File: src/pwc_pkg.sv
// ----------------------------------------------------------------------------
// pwc_pkg
// Shared types and constants for the multi-channel pulse width capture block.
// ----------------------------------------------------------------------------
`timescale 1ns / 1ps

package pwc_pkg;

    // number of capture channels
    localparam int CHANNEL_COUNT = 6;
    localparam int CH_IDX_W      = (CHANNEL_COUNT > 1) ? $clog2(CHANNEL_COUNT) : 1;

    // field widths
    localparam int CH_W    = 3;
    localparam int TIME_W  = 32;
    localparam int WIDTH_W = 16;
    localparam int CIDX_W  = 3;
    localparam int CDATA_W = 32;

    // configuration register indexes
    localparam logic [CIDX_W-1:0] REG_ACC_MIN  = 3'd0;
    localparam logic [CIDX_W-1:0] REG_ACC_MAX  = 3'd1;
    localparam logic [CIDX_W-1:0] REG_CLAMP_LO = 3'd2;
    localparam logic [CIDX_W-1:0] REG_CLAMP_HI = 3'd3;
    localparam logic [CIDX_W-1:0] REG_MID      = 3'd4;
    localparam logic [CIDX_W-1:0] REG_TIMEOUT  = 3'd5;

    // register reset values
    localparam logic [WIDTH_W-1:0] ACC_MIN_RST  = 16'd800;
    localparam logic [WIDTH_W-1:0] ACC_MAX_RST  = 16'd2200;
    localparam logic [WIDTH_W-1:0] CLAMP_LO_RST = 16'd1000;
    localparam logic [WIDTH_W-1:0] CLAMP_HI_RST = 16'd2000;
    localparam logic [WIDTH_W-1:0] MID_RST      = 16'd1500;
    localparam logic [TIME_W-1:0]  TIMEOUT_RST  = 32'd100000;

    // command codes
    localparam logic CMD_EDGE  = 1'b0;
    localparam logic CMD_QUERY = 1'b1;

    // configuration seen by the datapath
    typedef struct packed {
        logic [WIDTH_W-1:0] acc_min;
        logic [WIDTH_W-1:0] acc_max;
        logic [WIDTH_W-1:0] clamp_lo;
        logic [WIDTH_W-1:0] clamp_hi;
        logic [WIDTH_W-1:0] mid;
        logic [TIME_W-1:0]  timeout;
    } cfg_t;

    // one input item
    typedef struct packed {
        logic              cmd;
        logic [CH_W-1:0]   channel;
        logic              level;
        logic [TIME_W-1:0] now_us;
    } item_t;

    // one result item
    typedef struct packed {
        logic [WIDTH_W-1:0] width_us;
        logic               valid_res;
        logic               pulse_accepted;
    } result_t;

endpackage

File: src/pwc_cfg_regs.sv
// ----------------------------------------------------------------------------
// pwc_cfg_regs
// Configuration register file, written through its own valid/ready channel.
// ----------------------------------------------------------------------------
`timescale 1ns / 1ps

module pwc_cfg_regs
    import pwc_pkg::*;
(
    input  logic               aclk,
    input  logic               aresetn,
    input  logic               cfg_valid,
    output logic               cfg_ready,
    input  logic [CIDX_W-1:0]  cfg_index,
    input  logic [CDATA_W-1:0] cfg_data,
    output cfg_t               cfg
);

    cfg_t cfg_reg;
    cfg_t cfg_next;

    // writes are always taken
    assign cfg_ready = 1'b1;
    assign cfg       = cfg_reg;

    // register decode, unknown indexes are dropped
    always_comb begin
        cfg_next = cfg_reg;
        if (cfg_valid) begin
            case (cfg_index)
                REG_ACC_MIN:  cfg_next.acc_min  = cfg_data[WIDTH_W-1:0];
                REG_ACC_MAX:  cfg_next.acc_max  = cfg_data[WIDTH_W-1:0];
                REG_CLAMP_LO: cfg_next.clamp_lo = cfg_data[WIDTH_W-1:0];
                REG_CLAMP_HI: cfg_next.clamp_hi = cfg_data[WIDTH_W-1:0];
                REG_MID:      cfg_next.mid      = cfg_data[WIDTH_W-1:0];
                REG_TIMEOUT:  cfg_next.timeout  = cfg_data[TIME_W-1:0];
                default:      cfg_next = cfg_reg;
            endcase
        end
    end

    always_ff @(posedge aclk) begin
        if (!aresetn) begin
            cfg_reg.acc_min  <= ACC_MIN_RST;
            cfg_reg.acc_max  <= ACC_MAX_RST;
            cfg_reg.clamp_lo <= CLAMP_LO_RST;
            cfg_reg.clamp_hi <= CLAMP_HI_RST;
            cfg_reg.mid      <= MID_RST;
            cfg_reg.timeout  <= TIMEOUT_RST;
        end else begin
            cfg_reg <= cfg_next;
        end
    end

endmodule

File: src/pwc_chan_state.sv
// ----------------------------------------------------------------------------
// pwc_chan_state
// Per-channel capture state and the single-pass update and result logic.
// ----------------------------------------------------------------------------
`timescale 1ns / 1ps

module pwc_chan_state
    import pwc_pkg::*;
(
    input  logic    aclk,
    input  logic    aresetn,
    input  cfg_t    cfg,
    input  item_t   item,
    input  logic    item_go,
    output result_t res
);

    logic [TIME_W-1:0]  rise_reg   [CHANNEL_COUNT];
    logic [WIDTH_W-1:0] width_reg  [CHANNEL_COUNT];
    logic [TIME_W-1:0]  upd_reg    [CHANNEL_COUNT];

    logic                in_range;
    logic [CH_IDX_W-1:0] idx;
    logic [TIME_W-1:0]   rise_cur;
    logic [WIDTH_W-1:0]  width_cur;
    logic [TIME_W-1:0]   upd_cur;
    logic [TIME_W-1:0]   dt;
    logic                is_rise;
    logic                is_fall;
    logic                accept;
    logic [WIDTH_W-1:0]  width_new;
    logic [TIME_W-1:0]   upd_new;
    logic [TIME_W-1:0]   age;
    logic [WIDTH_W-1:0]  width_clamped;

    // channel decode
    assign in_range  = ({1'b0, item.channel} < (CH_W + 1)'(CHANNEL_COUNT));
    assign idx       = in_range ? item.channel[CH_IDX_W-1:0] : '0;
    assign rise_cur  = rise_reg[idx];
    assign width_cur = width_reg[idx];
    assign upd_cur   = upd_reg[idx];

    // edge handling, wrapping pulse length against the accept window
    assign is_rise = (item.cmd == CMD_EDGE) && item.level;
    assign is_fall = (item.cmd == CMD_EDGE) && !item.level;
    assign dt      = item.now_us - rise_cur;
    assign accept  = is_fall
                   && (dt >= {{(TIME_W-WIDTH_W){1'b0}}, cfg.acc_min})
                   && (dt <= {{(TIME_W-WIDTH_W){1'b0}}, cfg.acc_max});

    assign width_new = accept ? dt[WIDTH_W-1:0] : width_cur;
    assign upd_new   = accept ? item.now_us : upd_cur;
    assign age       = item.now_us - upd_new;

    // clamp; with inverted limits, widths below the low limit get the low limit and all others the high limit
    always_comb begin
        if (width_new < cfg.clamp_lo) begin
            width_clamped = cfg.clamp_lo;
        end else if (width_new > cfg.clamp_hi) begin
            width_clamped = cfg.clamp_hi;
        end else begin
            width_clamped = width_new;
        end
    end

    // result for this item
    always_comb begin
        if (in_range) begin
            res.width_us       = width_clamped;
            res.valid_res      = (age < cfg.timeout);
            res.pulse_accepted = accept;
        end else begin
            res.width_us       = cfg.mid;
            res.valid_res      = 1'b0;
            res.pulse_accepted = 1'b0;
        end
    end

    // state update, lands with the result register
    always_ff @(posedge aclk) begin
        if (!aresetn) begin
            for (int i = 0; i < CHANNEL_COUNT; i++) begin
                rise_reg[i]  <= '0;
                width_reg[i] <= MID_RST;
                upd_reg[i]   <= '0;
            end
        end else if (item_go && in_range) begin
            if (is_rise) begin
                rise_reg[idx] <= item.now_us;
            end
            if (accept) begin
                width_reg[idx] <= dt[WIDTH_W-1:0];
                upd_reg[idx]   <= item.now_us;
            end
        end
    end

endmodule

File: src/multi_channel_pulse_width_capture.sv
// ----------------------------------------------------------------------------
// multi_channel_pulse_width_capture
// Measures RC servo pulse widths on six channels. Each input item is an edge
// (channel, new level, microsecond time) or a query; every item returns one
// result item with the channel's clamped width, a freshness flag and whether
// this falling edge gave an accepted pulse. An item is registered on entry,
// worked through the per-channel state once the output register can take it
// and lands there, which raises m_valid. One item is taken every cycle while
// the output side keeps up; the output register lets a new item enter while a
// finished result waits to be taken.
// Configuration writes are taken every cycle and should only be issued while
// no item is in flight.
// ----------------------------------------------------------------------------
`timescale 1ns / 1ps

module multi_channel_pulse_width_capture
    import pwc_pkg::*;
(
    input  logic               aclk,
    input  logic               aresetn,

    input  logic               cfg_valid,
    output logic               cfg_ready,
    input  logic [CIDX_W-1:0]  cfg_index,
    input  logic [CDATA_W-1:0] cfg_data,

    input  logic               s_valid,
    output logic               s_ready,
    input  logic               s_cmd,
    input  logic [CH_W-1:0]    s_channel,
    input  logic               s_level,
    input  logic [TIME_W-1:0]  s_now_us,

    output logic               m_valid,
    input  logic               m_ready,
    output logic [WIDTH_W-1:0] m_width_us,
    output logic               m_valid_res,
    output logic               m_pulse_accepted
);

    cfg_t    cfg;
    item_t   item_reg;
    logic    item_vld_reg;
    logic    item_vld_next;
    result_t res;
    result_t res_reg;
    logic    res_vld_reg;
    logic    res_vld_next;
    logic    advance;
    logic    take_in;

    // configuration registers
    pwc_cfg_regs u_cfg (
        .aclk      (aclk),
        .aresetn   (aresetn),
        .cfg_valid (cfg_valid),
        .cfg_ready (cfg_ready),
        .cfg_index (cfg_index),
        .cfg_data  (cfg_data),
        .cfg       (cfg)
    );

    // flow control between input and output registers
    assign advance = item_vld_reg && (!res_vld_reg || m_ready);
    assign s_ready = !item_vld_reg || advance;
    assign take_in = s_valid && s_ready;

    assign item_vld_next = take_in ? 1'b1 : (advance ? 1'b0 : item_vld_reg);
    assign res_vld_next  = advance ? 1'b1 : ((res_vld_reg && m_ready) ? 1'b0 : res_vld_reg);

    // input item register
    always_ff @(posedge aclk) begin
        if (!aresetn) begin
            item_vld_reg <= 1'b0;
        end else begin
            item_vld_reg <= item_vld_next;
        end
    end

    always_ff @(posedge aclk) begin
        if (take_in) begin
            item_reg.cmd     <= s_cmd;
            item_reg.channel <= s_channel;
            item_reg.level   <= s_level;
            item_reg.now_us  <= s_now_us;
        end
    end

    // channel state and result logic
    pwc_chan_state u_state (
        .aclk    (aclk),
        .aresetn (aresetn),
        .cfg     (cfg),
        .item    (item_reg),
        .item_go (advance),
        .res     (res)
    );

    // result register
    always_ff @(posedge aclk) begin
        if (!aresetn) begin
            res_vld_reg <= 1'b0;
        end else begin
            res_vld_reg <= res_vld_next;
        end
    end

    always_ff @(posedge aclk) begin
        if (advance) begin
            res_reg <= res;
        end
    end

    assign m_valid          = res_vld_reg;
    assign m_width_us       = res_reg.width_us;
    assign m_valid_res      = res_reg.valid_res;
    assign m_pulse_accepted = res_reg.pulse_accepted;

endmodule

File: config.mk
export PLATFORM = sky130hd
export DESIGN_NAME = multi_channel_pulse_width_capture
export DESIGN_NICKNAME = d
export VERILOG_FILES = /design/src/pwc_pkg.sv /design/src/pwc_cfg_regs.sv /design/src/pwc_chan_state.sv /design/src/multi_channel_pulse_width_capture.sv
export SDC_FILE = /design/constraint.sdc
export NUM_CORES = 1
export LEC_CHECK = 0
export CAP_MARGIN = 20
export CORE_ASPECT_RATIO = 0.5
export CORE_MARGIN = 1.5
export CORE_UTILIZATION = 32
export CTS_BUF_LIST = sky130_fd_sc_hd__clkbuf_16
export DETAILED_ROUTE_END_ITERATION = 8
export DONT_BUFFER_PORTS = 1
export PLACE_DENSITY = 0.48
export RECOVER_POWER = 50
export SYNTH_ARGS = -nofsm -noshare
export SYNTH_HDL_FRONTEND = slang
export SYNTH_SLANG_ARGS = --single-unit
File: constraint.sdc
create_clock -name aclk -period 18.2 [get_ports aclk]
set_input_delay 0 -clock aclk [delete_from_list [all_inputs] [get_ports aclk]]
set_output_delay 0 -clock aclk [all_outputs]
set_load 0.005 [all_outputs]
==> results of run 1 <==
==> routing by layer <==
layer / GRT usage [%] / vias up / share of wire (%)
met3: 3.408 / 119 / 5.6
met5: 0 / - / 0
li1: - / 12150 / -
met4: 4.483 / 0 / 1.7
met1: 30.17 / 13030 / 47
met2: 34.14 / 707 / 46
==> cell usage in the layout, fill, tap and decap left out, types with 7 or more instances in the layout <==
| cell | instances |
|---|---|
| a211o_1 | 7 |
| a211oi_1 | 57 |
| a21o_1 | 44 |
| a21oi_1 | 201 |
| a311oi_1 | 11 |
| a31oi_1 | 36 |
| and2_0 | 17 |
| and2_1 | 207 |
| and3_1 | 8 |
| buf_4 | 58 |
| bufinv_16 | 7 |
| clkbuf_1 | 19 |
| clkbuf_16 | 72 |
| clkinv_1 | 15 |
| dfxtp_1 | 114 |
| dlygate4sd3_1 | 134 |
| edfxtp_1 | 535 |
| ha_1 | 156 |
| inv_1 | 170 |
| mux2_2 | 48 |
| mux2i_1 | 108 |
| nand2_1 | 612 |
| nand2b_1 | 18 |
| nand3_1 | 64 |
| nand4_1 | 26 |
| nor2_1 | 304 |
| nor2b_1 | 42 |
| nor3_1 | 17 |
| nor4_1 | 16 |
| o211ai_1 | 36 |
| o21a_1 | 21 |
| o21ai_0 | 126 |
| o21bai_1 | 10 |
| o221ai_1 | 19 |
| o22ai_1 | 8 |
| xnor2_1 | 28 |
| xor2_1 | 18 |
==> path summary, 6_finish.rpt <==
kind / from / to / slack, ns
setup / recovery: item_reg[34] / m_valid_res / 3.56
hold / removal: cfg_valid / u_cfg.cfg[86] / 0.03
setup reg to reg: item_reg[34] / m_valid_res / 3.56
hold reg to reg: u_cfg.cfg[32] / u_cfg.cfg[32] / 0.45
==> layout make-up <==
type                            instances  share of cell area [%]
Inverter                              162                   1.542
Multi-Input combinational cell       2384                   37.11
Sequential cell                       649                   46.42
Clock buffer                           72                   4.558
Clock inverter                         46                   1.057
Tap cell                             1419                   4.492
Antenna cell                            2                 0.01266
Timing Repair Buffer                  214                   4.815
==> through the flow <==
step	setup WS (ns)	power (mW)	cells	util [%]	cell area, um^2
3_5_place_dp	5.263	2.383	4691	34.16	36050
3_3_place_gp	5.432	2.377	4690	34.16	36040
4_1_cts	5.227	3.854	4942	37.55	39620
6_report	3.555	3.831	4948	37.46	39530
2_1_floorplan	6.931	2.146	3388	-	34210
5_1_grt	2.417	3.979	4946	37.45	39520
==> cells by family after synthesis <==
family                     count (synthesis)
AOI/OAI and AO/OA                        645
buffers and inverters                    355
DFF                                      649
adders and majority gates                158
xor gates and xnor gates                  48
muxes                                    160
other                                      1
and+or+nand+nor                         1372
==> report_power, final <==
part / total, mW / internal [mW] / switching, mW / leakage [nW]
sequential: 1.68 / 1.66 / 0.0255 / 6.28
clock: 1.44 / 0.816 / 0.626 / 1.13
combinational: 0.708 / 0.246 / 0.461 / 7.57
==> tightest hold or removal path, delay by kind of cell <==
| kind | cells | cell delay, ns |
|---|---|---|
| compound gates | 1 | 0.12 |
| simple gates | 2 | 0.53 |
==> impl_summary.txt, run 1 <==
----------------------------------------------------
[Floorplan]
  Horizontal extent of the die ... 465.4 um
  Die boundary height ... 234.2 um
  Site Rows ... 84
  I/O pin cnt ... 98
  Die outline area ... 0.1090 mm^2
  Core region area ... 0.1055 mm^2
  Initial standard-cell utilization of the core ... 32.42%

[Timing]
  Setup TNS ... 0 ns
  Highest attainable clock frequency ... 68.28 MHz
  Worst slew margin relative to its limit ... -183.1%
  Transition time at the pin with the least slew margin ... 4.247 ns
  Number of hold-slack violations in the final timing report ... 0
  Largest clock skew in the final design ... 0.04003 ns
  Hold slack ... 0.03419 ns
  Fin. max-slew vios ... 580
  Final period util ... 80.47%
  Number of setup violations in the final report ... 0
  Unrepaired setup endpoints after global routing ... false
  Shortest clock period the worst path allows after layout ... 14.64 ns

[Min path]
  Type of the tightest min-delay check ... primary input to register
  Cell depth of the worst min-delay path ... 3

[Synth]
  Adder-Cell Fraction of Synth Area ... 5.822%
  Portion of synthesized cell area occupied by the leading cell type ... 46.96%
  Netlist Area Pre-Place ... 0.03421 mm^2
  Area share of and/or/nand/nor cells after synthesis ... 18.26%
  Synth async-reset ratio ... 0%
  Gate count of the mapped netlist ... 3,388
  Sequential-to-total area share from yosys stat ... 53.63%
  Cell types with the highest counts after synthesis ... nand2_1, edfxtp_1, nor2_1
  Mean area per synthesized cell ... 10.10 um^2
  Most common cell in the netlist ... nand2_1
  Share of synthesized area spent on multiplexers ... 4.959%
  Fraction of the mapped netlist area in compound gates ... 12.03%
  Main flop type after synthesis ... edfxtp_1
  Synthesis Warnings ... 0
  Number of synthesized flops with an enable pin ... 535
  Most area-hungry cell type in the Yosys netlist ... edfxtp_1
  Yosys cell types ... 78
  Xor/xnor cell area share of the yosys netlist ... 1.251%
  Combinational family with the most area after synthesis ... simple AND/OR/NAND/NOR gates
  Ranking of synthesized cells by area ... edfxtp_1, nand2_1, dfxtp_1
  Net count after synthesis ... 3,623
  #FFs+latches synth ... 649

[Critical path]
  Element type at the critical path end ... register
  Number of buffer and inverter instances along the worst setup path ... 3
  Worst-path fanout max ... 62
  Reg2reg path depth ... 42
  Critical Path Max Stage Delay ... 2.62 ns
  Depth of the critical timing path with buffers and inverters included ... 42
  Worst-path cell with the longest stage delay ... clkbuf_1
  Worst path most repeated cell ... a21oi_1
  Top cell family by delay on the critical path ... compound AO/OA/AOI/OAI gates
  Endpoint arrival time on the critical path ... 15.13 ns
  Worst endpoint required time ... 18.69 ns
  Crit Path Class ... register to register
  Startpoint kind of the worst setup timing path ... register

[Clocking]
  Number of buffers added by the clock tree synthesis step ... 68
  CTS hold repair buffers ... 133
  Sink count of the clock tree ... 649
  TritonCTS clock tree ... done
  Maximum buffer depth of the clock tree ... 3
  Root buf cell ... clkbuf_16
  CTS resizes ... 0
  CTS H-tree depth ... 3
  Post-CTS setup buffer count ... 0
  Clock latency reported for the late side of the worst-skew pair ... 0.66 ns
  Clock-pin slew reported for the worst setup and hold paths after clock tree synthesis ... 0.06 ns

[Job]
  Count of maximum capacitance violations ... 16

[Layout]
  Proportion of layout cells with a drive suffix above 1 ... 7.230%
  Footprint of the multi-input gates ... 0.01467 mm^2
  Sequential cell area ... 0.01835 mm^2
  P&R area growth vs syn ... 15.54%
  Fin nets ... 3,714
  Total of fill cells in the finished design ... 10,480

[Global route]
  Total track usage ... 21.26%
  Remaining Overflow, GRT ... 0
  Pin count of the biggest net entering global routing ... 107
  First-pass GRT wire length ... 170,100 um
  Antenna violations before repair ... 7
  Via count of the first global-routing pass ... 24,800

[Power]
  Highest ir drop seen on vdd ... 0.00007163 V
  Leakage dissipation ... 14.98 nW
  Power density relative to cell area ... 96.92 mW/mm^2

[Routing]
  Via-to-Cell Ratio ... 5.255
  Detailed-route wire length ... 117,300 um
  Detailed router's first-iteration violation count ... 2,338
  Average wire length per cell after detail routing ... 23.71 um
  # DRC ... 8
  ANT nets after route ... 0
  Router iterations before antenna repair ... 8
  Vias post-DR ... 26,000

[Place]
  Buffers on Ports ... 0
  Weighted congestion reported at the end of routability-driven placement ... 0.9026
  Hpwl dp ... 74,000 um

[Status]
  Violated checks ... design-rule violations, max-capacitance violations, max-slew violations
  Result of the run ... finished with violations

----------------------------------------------------
No activity file was read; power rests on OpenSTA's default activity.
==> run 2, diff against run 1 <==
--- a/config.mk
+++ b/config.mk
@@ -5,6 +5,7 @@
 export SDC_FILE = /design/constraint.sdc
 export NUM_CORES = 1
 export LEC_CHECK = 0
+export ABC_AREA = 1
 export CAP_MARGIN = 20
 export CORE_ASPECT_RATIO = 0.5
 export CORE_MARGIN = 1.5
@@ -12,7 +13,7 @@
 export CTS_BUF_LIST = sky130_fd_sc_hd__clkbuf_16
 export DETAILED_ROUTE_END_ITERATION = 8
 export DONT_BUFFER_PORTS = 1
-export PLACE_DENSITY = 0.48
+export PLACE_DENSITY = 0.49
 export RECOVER_POWER = 50
 export SYNTH_ARGS = -nofsm -noshare
 export SYNTH_HDL_FRONTEND = slang
==> constraint.sdc (replaced) <==
create_clock -name aclk -period 11.75 [get_ports aclk]
set_input_delay 0 -clock aclk [delete_from_list [all_inputs] [get_ports aclk]]
set_output_delay 0 -clock aclk [all_outputs]
set_load 0.005 [all_outputs]
==> impl_summary.txt, run 2 <==
----------------------------------------------------
[Status]
  Result of the run ... finished with violations
  Violated checks ... max-capacitance violations, max-slew violations

[Layout]
  Sequential cell area ... 0.01835 mm^2
  Post-route insts no fill ... 5,302
  Fin nets ... 4,083
  Leading cell types in the layout, fill and taps excluded ... nand2_1, nor2_1, edfxtp_1
  P&R area growth vs syn ... 14.93%
  Footprint of the multi-input gates ... 0.01299 mm^2
  Total of fill cells in the finished design ... 10,400
  Proportion of layout cells with a drive suffix above 1 ... 5.822%
  Most frequent standard cell in the layout excluding fill and tap cells ... nand2_1

[Floorplan]
  Initial standard-cell utilization of the core ... 32.50%
  Die outline area ... 0.1070 mm^2
  Horizontal extent of the die ... 461.1 um
  Die boundary height ... 232.1 um
  Core region area ... 0.1033 mm^2
  I/O pin cnt ... 98
  Site Rows ... 83

[Clocking]
  CTS H-tree depth ... 3
  Post-CTS setup buffer count ... 0
  Sink count of the clock tree ... 649
  Maximum buffer depth of the clock tree ... 3
  TritonCTS clock tree ... done
  Clock-pin slew reported for the worst setup and hold paths after clock tree synthesis ... 0.06 ns
  Clock latency reported for the late side of the worst-skew pair ... 0.68 ns
  Number of buffers added by the clock tree synthesis step ... 67
  Root buf cell ... clkbuf_16

[Critical path]
  Worst-path fanout max ... 37
  Endpoint arrival time on the critical path ... 11.07 ns
  Worst path most repeated cell ... nand2_1
  Worst-path cell with the longest stage delay ... xor2_1
  Worst-case register-to-register setup slack ... 1.16 ns
  Element type at the critical path end ... register
  Number of buffer and inverter instances along the worst setup path ... 3
  Critical Path Max Stage Delay ... 0.76 ns
  Depth of the critical timing path with buffers and inverters included ... 53
  Reg2reg path depth ... 53
  Top cell family by delay on the critical path ... compound AO/OA/AOI/OAI gates
  Startpoint kind of the worst setup timing path ... register
  Worst endpoint required time ... 12.23 ns
  Crit Path Class ... register to register

[Routing]
  Router iterations before antenna repair ... 5
  ANT nets after route ... 0
  Detailed-route wire length ... 120,000 um
  Detailed router's first-iteration violation count ... 2,788
  # DRC ... 0
  Vias post-DR ... 27,260
  Average wire length per cell after detail routing ... 22.63 um
  Via-to-Cell Ratio ... 5.141

[Timing]
  Worst slew margin relative to its limit ... -267.2%
  Shortest clock period the worst path allows after layout ... 10.59 ns
  Transition time at the pin with the least slew margin ... 5.507 ns
  Number of hold-slack violations in the final timing report ... 0
  Number of setup violations in the final report ... 0
  Highest attainable clock frequency ... 94.43 MHz
  Fin. max-slew vios ... 413
  Final period util ... 90.13%
  Setup TNS ... 0 ns
  Largest clock skew in the final design ... 0.02997 ns
  Unrepaired setup endpoints after global routing ... false

[Synth]
  Fraction of the mapped netlist area in compound gates ... 11.64%
  Area share of and/or/nand/nor cells after synthesis ... 19.65%
  Synth async-reset ratio ... 0%
  Combinational family with the most area after synthesis ... simple AND/OR/NAND/NOR gates
  Sequential-to-total area share from yosys stat ... 54.64%
  Cell types with the highest counts after synthesis ... nand2_1, nor2_1, edfxtp_1
  Adder-Cell Fraction of Synth Area ... 5.932%
  Number of synthesized flops with an enable pin ... 535
  Yosys cell types ... 62
  Net count after synthesis ... 3,992
  Netlist Area Pre-Place ... 0.03358 mm^2
  Xor/xnor cell area share of the yosys netlist ... 1.174%
  Gate count of the mapped netlist ... 3,757
  Ranking of synthesized cells by area ... edfxtp_1, nand2_1, nor2_1
  Portion of synthesized cell area occupied by the leading cell type ... 47.84%
  Most common cell in the netlist ... nand2_1
  Synthesis Warnings ... 0
  Most area-hungry cell type in the Yosys netlist ... edfxtp_1
  Mean area per synthesized cell ... 8.938 um^2
  Share of synthesized area spent on multiplexers ... 0.02981%
  Main flop type after synthesis ... edfxtp_1
  #FFs+latches synth ... 649

[Power]
  Leakage dissipation ... 15.13 nW
  Final total power ... 5.926 mW
  Fraction of power spent switching nets ... 31.37%
  Power density relative to cell area ... 153.5 mW/mm^2
  Proportion of power drawn by combinational gates ... 20.9%
  Part of the total power dissipated in sequential elements ... 44.1%
  Highest ir drop seen on vdd ... 0.00009607 V
  Switching component of the power ... 1.859 mW
  Clock Power Share ... 35.0%
  Internal portion of total power ... 4.067 mW

[Global route]
  Pin count of the biggest net entering global routing ... 121
  Remaining Overflow, GRT ... 0
  First-pass GRT wire length ... 175,100 um
  Via count of the first global-routing pass ... 26,010
  Antenna violations before repair ... 6
  Total track usage ... 22.28%

[Min path]
  Cell depth of the worst min-delay path ... 3
  Type of the tightest min-delay check ... primary input to register

[Place]
  Hpwl dp ... 77,170 um
  Total placed cells including tap cells ... 5,040
  Buffers on Ports ... 0
  Weighted congestion reported at the end of routability-driven placement ... 0.9281

[Job]
  Count of maximum capacitance violations ... 11

----------------------------------------------------
-- run 2: cell count changes after synthesis, sizes merged, moves of 50 or more --
| cell | delta |
|---|---|
| and2 | -220 |
| mux2i | -107 |
| mux2 | -50 |
| o21ai | +126 |
| nand3 | +70 |
| nand2 | +150 |
| nor2 | +350 |
| inv | +259 |
-- run 2: power by group through the flow --
stage          registers (mW)  clock network [mW]  logic, mW
2_1_floorplan            2.65                   0      0.771
3_3_place_gp             2.66                   0       1.16
3_5_place_dp             2.66                   0       1.17
4_1_cts                  2.61                2.11       1.23
5_1_grt                  2.62                2.20       1.37
6_report                 2.61                2.07       1.24
-- run 2: layout make-up --
type / count / area share (%)
sequential: 649 / 47.54
multi-input combinational: 2502 / 33.66
timing repair buffer: 200 / 4.759
tap: 1402 / 4.545
clock buffer: 68 / 4.409
inverter: 428 / 4.172
clock inverter: 52 / 0.9078
antenna: 1 / 0.006484
-- run 2: routing by layer --
layer | global-route usage (%) | wire [um] | vias up
li1 | - | - | 12820
met1 | 31.69 | 55620 | 13370
met2 | 35.68 | 54310 | 937
met3 | 2.942 | 7482 | 132
met4 | 5.714 | 2560 | 0
met5 | 0 | 0 | -
-- run 2: what timing repair did --
| item | in CTS | in global routing |
|---|---|---|
| resized for setup | 0 | 0 |
| hold buffers | 137 | 1 |
| hold endpoints to repair | 264 | 54 |
| endpoints found under the setup margin | 0 | 0 |
-- run 2: per-stage QoR --
step	utilization, %	worst slack (ns)	area, um^2	hold slack (ns)
after detailed placement	34.08	1.253	35210	0.09891
after global routing	37.35	0.1606	38590	0.08237
after global placement	34.04	1.387	35170	0.09892
final	37.35	1.160	38590	0.08323
after CTS	37.41	1.187	38650	0.02505
after floorplan	-	2.851	33580	0.09887
-- run 2: final timing paths --
path	startpoint	end
max	item_reg[34]	m_valid_res
min	cfg_data[18]	u_cfg.cfg[18]
max reg2reg	item_reg[34]	m_valid_res
min reg2reg	u_cfg.cfg[99]	u_cfg.cfg[99]
-- run 2: cells by family (layout without fill, tap and decap cells) --
group	count (synthesis)	after routing
buffers and inverters	606	748
adder cells (fa/ha/maj)	158	158
flip-flops	649	649
AND/OR/NAND/NOR	1625	1625
XOR/XNOR	45	45
other	1	2
AO/OA/AOI/OAI	672	672
multiplexers	1	1
-- run 2: worst min-delay path, delay by kind of cell --
kind,cells,cell delay [ns]
AO/OA/AOI/OAI,2,0.19
buffers and inverters,1,0.52
